[src/rtl/core/swmm_pkg.sv]
// ----------------------------------------------------------------------------
// swmm_pkg
// shared sizes and types for the sliding window min/max/mean unit
// ----------------------------------------------------------------------------
package swmm_pkg;

  // window depth, 2 to 31 (fill_count is FILL_W bits)
  localparam int WINDOW = 20;
  localparam int DATA_W = 32;
  // count of held samples, 0 to WINDOW
  localparam int CNT_W  = $clog2(WINDOW + 1);
  // walk step index, 0 to WINDOW-1
  localparam int IDX_W  = $clog2(WINDOW);
  // sum of a full window never overflows this
  localparam int SUM_W  = DATA_W + $clog2(WINDOW);
  localparam int FILL_W = 5;
  // divider step counter width, steps 0 to DATA_W-1
  localparam int STEP_W = $clog2(DATA_W);

  typedef logic [DATA_W-1:0] data_t;
  typedef logic [CNT_W-1:0]  cnt_t;
  typedef logic [SUM_W-1:0]  sum_t;

endpackage

[src/rtl/core/swmm_cell.sv]
// ----------------------------------------------------------------------------
// swmm_cell
// one sample stage of the window chain, loads its neighbor when shifting
// ----------------------------------------------------------------------------
module swmm_cell (
  input  logic            clk,
  input  logic            shift_en,
  input  swmm_pkg::data_t neighbor,
  output swmm_pkg::data_t value
);
  import swmm_pkg::*;

  data_t held;

  always_ff @(posedge clk) begin
    if (shift_en) begin
      held <= neighbor;
    end
  end

  assign value = held;

endmodule

[src/rtl/core/swmm_div.sv]
// ----------------------------------------------------------------------------
// swmm_div
// restoring divider, one quotient bit per cycle, zero divisor gives zero
// ----------------------------------------------------------------------------
module swmm_div (
  input  logic            clk,
  input  logic            rst,
  input  logic            start,
  input  swmm_pkg::sum_t  dividend,
  input  swmm_pkg::cnt_t  divisor,
  output swmm_pkg::data_t quotient,
  output logic            done
);
  import swmm_pkg::*;

  logic              busy;
  logic              zero_div;
  logic [STEP_W-1:0] step;
  cnt_t              dvsr;
  cnt_t              rem;
  data_t             quo;
  logic [CNT_W:0]    trial;
  logic [CNT_W:0]    diff;
  logic              fits;

  // shift the next dividend bit into the partial remainder
  assign trial = {rem, quo[DATA_W-1]};
  assign diff  = trial - {1'b0, dvsr};
  assign fits  = trial >= {1'b0, dvsr};

  always_ff @(posedge clk) begin
    if (rst) begin
      busy <= 1'b0;
      done <= 1'b0;
    end else if (start) begin
      busy <= 1'b1;
      done <= 1'b0;
    end else if (busy && step == STEP_W'(DATA_W - 1)) begin
      busy <= 1'b0;
      done <= 1'b1;
    end
  end

  always_ff @(posedge clk) begin
    if (start) begin
      // upper dividend bits stay below any nonzero divisor: quotient fits 32 bits
      rem      <= CNT_W'(dividend[SUM_W-1:DATA_W]);
      quo      <= dividend[DATA_W-1:0];
      dvsr     <= divisor;
      zero_div <= (divisor == '0);
      step     <= '0;
    end else if (busy) begin
      rem  <= fits ? diff[CNT_W-1:0] : trial[CNT_W-1:0];
      quo  <= {quo[DATA_W-2:0], fits};
      step <= step + 1'b1;
    end
  end

  assign quotient = zero_div ? '0 : quo;

endmodule

[src/rtl/core/sliding_window_min_max_mean_unit.sv]
// ----------------------------------------------------------------------------
// sliding_window_min_max_mean_unit
// mean, min, max and interleaved averages over the last WINDOW samples
// ----------------------------------------------------------------------------
// sequence: WINDOW rotation steps, a divider start state, 32 divider steps
//   and the result load, which waits while an earlier result is unaccepted
// throughput: one sample at a time, set by the full-chain rotation and the
//   bit-serial dividers; the next sample is taken only back in idle, which
//   may come while the previous result still waits
// reset: window empty, no result pending; stored samples are left as is
// ----------------------------------------------------------------------------
module sliding_window_min_max_mean_unit (
  input  logic                            clk,
  input  logic                            rst,
  input  logic                            in_valid,
  output logic                            in_ready,
  input  swmm_pkg::data_t                 sample,
  output logic                            out_valid,
  input  logic                            out_ready,
  output swmm_pkg::data_t                 window_mean,
  output swmm_pkg::data_t                 window_min,
  output swmm_pkg::data_t                 window_max,
  output swmm_pkg::data_t                 pair_low,
  output swmm_pkg::data_t                 pair_high,
  output logic [swmm_pkg::FILL_W-1:0]     fill_count
);
  import swmm_pkg::*;

  // parity of the window depth, used to find the position parity of the tail
  localparam logic WIN_ODD = 1'(WINDOW % 2);

  typedef enum logic [1:0] {
    S_IDLE,
    S_WALK,
    S_DIV_GO,
    S_DIV
  } state_t;

  state_t          state;
  cnt_t            cnt;       // samples held, newest in cell 0
  logic [IDX_W-1:0] k;        // rotation step
  sum_t            sum;
  sum_t            even_sum;
  sum_t            odd_sum;
  data_t           lo;
  data_t           hi;

  logic            accept;
  logic            walking;
  logic            shift_en;
  data_t           head_in;
  data_t           tail;
  data_t           chain [WINDOW];

  logic [CNT_W:0]  k_plus_n;
  logic            in_win;
  logic            odd_pos;

  cnt_t            even_n;
  cnt_t            odd_n;
  logic            div_start;
  data_t           mean_q;
  data_t           even_q;
  data_t           odd_q;
  logic            mean_done;
  logic            even_done;
  logic            odd_done;
  logic            load;

  assign in_ready = (state == S_IDLE);
  assign accept   = in_valid && in_ready;
  assign walking  = (state == S_WALK);
  assign shift_en = accept || walking;

  // chain: a new sample enters at the head, the oldest falls off the tail;
  // while walking, the tail is fed back to the head so a full rotation
  // brings every sample past the accumulator and back to its own cell
  assign tail    = chain[WINDOW-1];
  assign head_in = walking ? tail : sample;

  for (genvar i = 0; i < WINDOW; i++) begin : g_cell
    if (i == 0) begin : g_head
      swmm_cell u_cell (
        .clk      (clk),
        .shift_en (shift_en),
        .neighbor (head_in),
        .value    (chain[i])
      );
    end else begin : g_body
      swmm_cell u_cell (
        .clk      (clk),
        .shift_en (shift_en),
        .neighbor (chain[i-1]),
        .value    (chain[i])
      );
    end
  end

  // at step k the tail holds original cell WINDOW-1-k, which holds a sample
  // when that index is below the count; its position from the oldest sample
  // is k + cnt - WINDOW
  assign k_plus_n = (CNT_W+1)'(k) + (CNT_W+1)'(cnt);
  assign in_win   = k_plus_n >= (CNT_W+1)'(WINDOW);
  assign odd_pos  = k[0] ^ cnt[0] ^ WIN_ODD;

  // even class takes the oldest sample, so it has the extra one
  assign even_n = CNT_W'(({1'b0, cnt} + 1'b1) >> 1);
  assign odd_n  = cnt >> 1;

  assign div_start = (state == S_DIV_GO);
  assign load      = (state == S_DIV) && mean_done && even_done && odd_done &&
                     (!out_valid || out_ready);

  swmm_div u_div_mean (
    .clk      (clk),
    .rst      (rst),
    .start    (div_start),
    .dividend (sum),
    .divisor  (cnt),
    .quotient (mean_q),
    .done     (mean_done)
  );

  swmm_div u_div_even (
    .clk      (clk),
    .rst      (rst),
    .start    (div_start),
    .dividend (even_sum),
    .divisor  (even_n),
    .quotient (even_q),
    .done     (even_done)
  );

  swmm_div u_div_odd (
    .clk      (clk),
    .rst      (rst),
    .start    (div_start),
    .dividend (odd_sum),
    .divisor  (odd_n),
    .quotient (odd_q),
    .done     (odd_done)
  );

  // control and result registers
  always_ff @(posedge clk) begin
    if (rst) begin
      state     <= S_IDLE;
      cnt       <= '0;
      k         <= '0;
      out_valid <= 1'b0;
    end else begin
      if (load) begin
        out_valid <= 1'b1;
      end else if (out_ready) begin
        out_valid <= 1'b0;
      end
      // result payload
      if (load) begin
        window_mean <= mean_q;
        window_min  <= lo;
        window_max  <= hi;
        pair_low    <= (even_q > odd_q) ? odd_q : even_q;
        pair_high   <= (even_q > odd_q) ? even_q : odd_q;
        fill_count  <= FILL_W'(cnt);
      end
      unique case (state)
        S_IDLE: begin
          if (accept) begin
            state <= S_WALK;
            k     <= '0;
            if (cnt != CNT_W'(WINDOW)) begin
              cnt <= cnt + 1'b1;
            end
          end
        end
        S_WALK: begin
          if (k == IDX_W'(WINDOW - 1)) begin
            state <= S_DIV_GO;
          end else begin
            k <= k + 1'b1;
          end
        end
        S_DIV_GO: begin
          state <= S_DIV;
        end
        S_DIV: begin
          if (load) begin
            state <= S_IDLE;
          end
        end
        default: begin
          state <= S_IDLE;
        end
      endcase
    end
  end

  // accumulators, cleared when a sample enters
  always_ff @(posedge clk) begin
    if (accept) begin
      sum      <= '0;
      even_sum <= '0;
      odd_sum  <= '0;
      lo       <= '1;
      hi       <= '0;
    end else if (walking && in_win) begin
      sum <= sum + SUM_W'(tail);
      if (odd_pos) begin
        odd_sum <= odd_sum + SUM_W'(tail);
      end else begin
        even_sum <= even_sum + SUM_W'(tail);
      end
      if (tail < lo) begin
        lo <= tail;
      end
      if (tail > hi) begin
        hi <= tail;
      end
    end
  end

  // window never holds more than its depth
  a_cnt_bound: assert property (@(posedge clk) disable iff (rst)
    cnt <= CNT_W'(WINDOW))
    else $error("held count above window depth");

  // a valid result has its mean between min and max
  a_mean_range: assert property (@(posedge clk) disable iff (rst)
    out_valid |-> (window_min <= window_mean) && (window_mean <= window_max))
    else $error("mean outside min/max");

  // the ordered pair stays ordered and inside the max
  a_pair_order: assert property (@(posedge clk) disable iff (rst)
    out_valid |-> (pair_low <= pair_high) && (pair_high <= window_max))
    else $error("interleaved averages out of order");

  // a result holds at least one sample
  a_fill_nonzero: assert property (@(posedge clk) disable iff (rst)
    load |-> (cnt != '0))
    else $error("result loaded with empty window");

endmodule

[config.mk]
export PLATFORM = sky130hd
export DESIGN_NAME = sliding_window_min_max_mean_unit
export DESIGN_NICKNAME = d
export VERILOG_FILES = /design/src/rtl/core/swmm_pkg.sv /design/src/rtl/core/swmm_cell.sv /design/src/rtl/core/swmm_div.sv /design/src/rtl/core/sliding_window_min_max_mean_unit.sv
export SDC_FILE = /design/constraint.sdc
export NUM_CORES = 2
export LEC_CHECK = 0
export ABC_AREA = 1
export BUFFER_PORTS_ARGS = -buffer_cell sky130_fd_sc_hd__buf_2
export CAP_MARGIN = 20
export CORE_UTILIZATION = 56
export DETAILED_ROUTE_END_ITERATION = 8
export PLACE_DENSITY = 0.76
export SYNTH_ARGS = -nofsm -noshare
export SYNTH_HDL_FRONTEND = slang
export SYNTH_SLANG_ARGS = --single-unit
[constraint.sdc]
create_clock -name clk -period 17.45 [get_ports clk]
set_input_delay 0.8725 -clock clk [delete_from_list [all_inputs] [get_ports clk]]
set_output_delay 0.8725 -clock clk [all_outputs]
set_load 0.01 [all_outputs]
Word level (Yosys, flattened, before mapping):

Cells that the tools add are included.

* bits in registers: 1142
* output and inout port bits: 167
* logic and storage cells: 159

* $lt $le $gt $ge: 7
* bitwise logic cells: 3
* add/sub/neg operators: 13
* equality and inequality tests: 12
* reductions and logical operators: 33
* muxes and demuxes: 35

Operators by type and width (number)
* $mux W32: 11
* $add A37 B32 Y37: 3
* $gt A32 B32 Y1: 2
* $mux W5: 11
* $lt A32 B32 Y1: 1
* $add A5 B1 Y5 const B: 5
* $eq A5 B5 Y1 const B: 4
* $reduce_bool A2 Y1: 8
* $logic_not A5 Y1: 3
* $ge A6 B5 Y1: 2
* $pmux W5 S2: 1
* $reduce_and A2 Y1: 5
* $sub A5 B5 Y5: 2
* $logic_and A1 B1 Y1: 9
* $reduce_and A3 Y1: 3
* $mux W1: 8
* $pmux W2 S4: 1
* $add A5 B1 Y6 const B: 1
* $add A5 B5 Y6: 1
* $ge A6 B4 Y1: 1
* $ge A6 B5 Y1 const B: 1
* $mux W2: 3
* $ne A5 B5 Y1 const B: 1
* $sub A5 B4 Y5: 1
* other kinds (10): 15

Depth between registers and ports, before layout:

* depth after elaboration: 7
* gate-level depth with buffers: 17
* mapped depth without buffers: 16

Cells and area by module:

A second synthesis with hierarchy kept.

* cell total of the unflattened synthesis: 4916
* area, all modules: 50509.7 um2

Modules (own cells, without submodules)
* sliding_window_min_max_mean_unit: area each 23648.9 um2, instances 1, cells an instance 3403, seq. area each 8718.4 um2
* swmm_cell: area each 960.9 um2, instances 20, cells an instance 32, seq. area each 960.9 um2
* swmm_div: area each 2547.4 um2, instances 3, cells an instance 291, seq. area each 1431.4 um2

Worst setup path before layout:

No wires, ideal clock.

* kind: input-to-reg
* start: in in_valid
* end: reg g_cell[0].g_head.u_cell.held[0] (enable)
* stages: 5
* arrival: 12.150 ns
* path slack: 0.798 ns
* setup time: 4.502 ns
* buffers on the path: 3
* cells stage by stage: nand2_1 clkbuf_1 clkbuf_1 clkbuf_1 nand2_1

* cells in the longest elaborated chain, start to end: 2

RTL lines
* from (decl): line sliding_window_min_max_mean_unit.sv:15 `input logic in_valid,`
* $logic_and A1 B1 Y1: line sliding_window_min_max_mean_unit.sv:71 `assign accept = in_valid && in_ready;`
* $logic_or A1 B1 Y1: line sliding_window_min_max_mean_unit.sv:73 `assign shift_en = accept || walking;`
* via g_cell[0].g_head.u_cell.shift_en: line swmm_cell.sv:7 `input logic shift_en,`
* to (signal assigned): line swmm_cell.sv:17 `held <= neighbor;`
* to (decl): line swmm_cell.sv:13 `data_t held;`

The timed path passes the listed nets, and every way through them passes these cells.
A chain may end at the register's enable or synchronous reset.

Worst setup path in the final report:

* start: reg state[1]
* end: reg g_cell[16].g_body.u_cell.held[26] (enable)

* cells in the longest elaborated chain, start to end: 3

RTL lines
* from (decl): line sliding_window_min_max_mean_unit.sv:39 `state_t state;`
* from (signal assigned): line sliding_window_min_max_mean_unit.sv:147 `state <= S_IDLE;`
* from (signal assigned): line sliding_window_min_max_mean_unit.sv:169 `state <= S_WALK;`
* from (signal assigned): line sliding_window_min_max_mean_unit.sv:178 `state <= S_DIV_GO;`
* $logic_not A2 Y1: line sliding_window_min_max_mean_unit.sv:70 `assign in_ready = (state == S_IDLE);`
* $logic_and A1 B1 Y1: line sliding_window_min_max_mean_unit.sv:71
* $logic_or A1 B1 Y1 *: line sliding_window_min_max_mean_unit.sv:73
* via g_cell[0].g_head.u_cell.shift_en: line swmm_cell.sv:7
* to (signal assigned): line swmm_cell.sv:17
* to (decl): line swmm_cell.sv:13

Mark *: on every way through the listed nets, which the timed path passes. The rest lies on a longest branch.

==> results.toml <==
[route]
wl_per_cell_um = 18.4
wirelength_mm = 115
drc = 0
first_pass_iters = 8
via_count = 33600
ant_nets = 0
via_per_inst = 5.38
drtIter0Drc = 3083

[floorplan]
core_sq_um = 88200
io_pins = 203
fp.dieW_um = 300
die_area_sq_um = 90200
rows = 109
initial_core_util_pct = 56.5
die_h_um = 300

[place]
hpwl_mm = 80.1
dpl_cell_area_sq_um = 52000
placement.io_buffers = 202
gp_congestion = 0.992
dp_cells = 6039
preCtsSetupSlack_ns = 13.09

[clock_network]
cts_buffers = 108
clkLatencyLatePin_ns = 0.73
clk_pin_slew_ns = 0.07
ctsHoldBuffers = 0
clockRootBuffer = "clkbuf_16"
cts_tree = "done"
cts_buffer_depth = 3
htreeDepth = 3
cts-resized-gates = 0
cts_sinks = 1138
postCtsSetupRepairBufs = 0

[yosys]
synth_top_area_share_pct = 55.9
synth_area_sq_um = 49900
netlist.top_cell.by_area = "edfxtp_1"
synth_warnings = 0
ys_ff_latch = 1138
syn_area_per_cell_sq_um = 10.4
synthCells = 4777
synth_nets = 5043
synth-seq-area-share_pct = 64.3
ys_top_cells_by_area = "edfxtp_1, nand2_1, dfxtp_1"
synth.distinct_cells = 45

[timing]
worst_slack_ns = 13.09
rsz0062_at_grt = "no"
setup_tns_ns = 0
period_share_pct = 25.0
slew_headroom_pct = 22.7
finClkSkew_ns = 0.0824
drv_slew = 0
finalSetupViolations = 0
finalCriticalPeriod_ns = 4.36
hold_violations = 0
max_freq_mhz = 229
tightest_slew_ns = 1.16

[pwr]
pwr-share-clk_pct = 23.9
pwr-share-seq_pct = 50.4
switching_share_pct = 34.3
vdd_drop_max_mv = 0.206
power_leakage_nw = 23.4
internal-power_mw = 6.53
powerDensity_nw_per_um2 = 179
p_sw_mw = 3.41
combPwrFrac_pct = 25.7

[critical_path]
arrival_ns = 4.66
crit_buf_inv = 5
end_kind = "flip-flop"
max_stage_delay_ns = 0.89
critical_path_class = "reg2reg"
slowest_stage = "buf_4"
path_cells = "inv_1 -> ha_1 -> inv_2 -> buf_4 -> nand2_4 -> buf_12 -> buf_4"
crit_required_ns = 17.74
cpMostUsedCell = "buf_4"
path_delay_family = "buffers and inverters"
cp_max_fo = 232
setup.worst_path.start_class = "flip-flop"

[cells_and_area]
post-route-cell-area_sq_um = 55600
antenna_cells = 0
syn_to_final_growth_pct = 11.5
fin_util_pct = 63.0
drive_gt1_share_pct = 8.23
final_cells = 6245
finalNetCount = 5251
fillers = 6904

[grt]
track_usage_pct = 25.5
grt_pass1_wl_mm = 176
overflow = 0
grt_max_degree = 233
antenna_found_initial = 1
grt_pass1_vias = 31100

[hold_path]
hp-class = "reg2reg"

[flow_run]
maxCapViolCount = 0

[status]
status = "completed"
==> final cells by class <==
class	instances	area (sq um)	share of cell area, %
Timing Repair Buffer	227	1290	2.32
Tap cell	1165	1460	2.62
Multi-Input combinational cell	2899	14900	26.7
Clock buffer	133	2850	5.12
Inverter	611	2290	4.12
Sequential cell	1138	32100	57.7
Clock inverter	72	779	1.40
==> power by group through the flow <==
stage | Sequential (mW) | Combinational (mW) | Clock [mW]
floorplan | 5.23 | 1.82 | 0
global placement | 5.02 | 2.42 | 0
detailed placement | 5.05 | 2.52 | 0
CTS | 5.02 | 2.53 | 2.41
global route | 5.11 | 2.88 | 2.51
finish | 5.01 | 2.56 | 2.37
==> sequential cells by signal, summed over array words and instances, names as in the netlist, 32 cells and up <==
register and cells:
u_div_odd.quo 32, u_div_mean.quo 32, lo 32, pair_high 32, window_min 32, even_sum 37, g_cell.g_body.u_cell.value 608, sum 37
odd_sum 37, u_div_even.quo 32, window_max 32, pair_low 32, hi 32, window_mean 32, g_cell.g_head.u_cell.value 32
==> worst reg2reg max path, cell delays in order (launching register included) <==
cell and delay [ns]:
dfxtp_1 0.34, inv_1 0.10, ha_1 0.51, inv_2 0.06, buf_4 0.35, nand2_4 0.66, buf_12 0.88, buf_4 1.05
==> path summary, 6_finish.rpt <==
check                           slack, ns                                from                                 end  cells past startpoint
worst max-delay path                13.09                            state[1]  g_cell[16].g_body.u_cell.value[26]                      7
worst min-delay path                 0.37  g_cell[17].g_body.u_cell.value[28]  g_cell[18].g_body.u_cell.value[28]                      0
worst max register to register      13.09                            state[1]  g_cell[16].g_body.u_cell.value[26]                      7
worst min register to register       0.37  g_cell[17].g_body.u_cell.value[28]  g_cell[18].g_body.u_cell.value[28]                      0
==> metrics by stage <==
| step | power, mW | hold slack [ns] |
|---|---|---|
| global route | 10.5 | 0.381 |
| floorplan | 7.06 | 0.400 |
| detailed placement | 7.57 | 0.405 |
| finish | 9.94 | 0.370 |
| CTS | 9.97 | 0.373 |
| global placement | 7.44 | 0.400 |
==> synth_stat cells (all sizes together) <==
| cell | number |
|---|---|
| and3 | 1 |
| nor3b | 2 |
| nand2b | 1 |
| a41oi | 1 |
| edfxtp | 929 |
| o21ai | 265 |
| or2 | 2 |
| inv | 611 |
| a21o | 4 |
| o211ai | 1 |
| nor2 | 403 |
| buf | 75 |
| nor4 | 6 |
| xnor2 | 19 |
| o21bai | 4 |
| a31oi | 4 |
| clkbuf | 54 |
| nand2 | 1217 |
| a21oi | 270 |
| dfxtp | 209 |
| nand3 | 302 |
| nand4 | 35 |
| and2 | 6 |
| a211oi | 14 |
| o21a | 8 |
| fa | 7 |
| ha | 223 |
| nand3b | 15 |
| a21boi | 2 |
| nor3 | 48 |
| xor2 | 39 |
==> cell families (layout without fill, tap and decap cells) <==
family          count (synthesis)  count (layout)  synth area share (%)
flops                        1138            1138                  64.3
fa+ha+maj                     230             230                  5.88
simple gates                 2038            2038                  16.9
xor+xnor                       58              58                  1.02
buf+inv                       740            1043                  5.94
compound gates                573             573                  5.96
==> cell usage in the layout (no fill, tap or decap), drive strengths merged, types with 2 or more instances in the layout <==
| master | n |
|---|---|
| buf | 227 |
| xnor2 | 19 |
| inv | 611 |
| nor4 | 6 |
| nand3b | 15 |
| o21a | 8 |
| a31oi | 4 |
| nor2 | 403 |
| nand3 | 302 |
| nand4 | 35 |
| clkinv | 56 |
| a21boi | 2 |
| ha | 223 |
| and2 | 6 |
| a21o | 4 |
| clkbuf | 133 |
| bufinv | 11 |
| clkinvlp | 5 |
| nor3b | 2 |
| o21bai | 4 |
| or2 | 2 |
| a21oi | 270 |
| a211oi | 14 |
| fa | 7 |
| nor3 | 48 |
| o21ai | 265 |
| dfxtp | 209 |
| xor2 | 39 |
| nand2 | 1217 |
| edfxtp | 929 |
==> layer usage <==
layer | global-route usage, % | vias to the layer above | wire, um | part of all wire (%)
li1 | - | 16400 | - | -
met1 | 36.9 | 15800 | 52000 | 45
met5 | 0 | - | 0 | 0
met4 | 8.98 | 0 | 3580 | 3.1
met2 | 39.8 | 1133 | 51900 | 45
met3 | 3.39 | 192 | 7560 | 6.6
(Power assumes the default switching activity.)
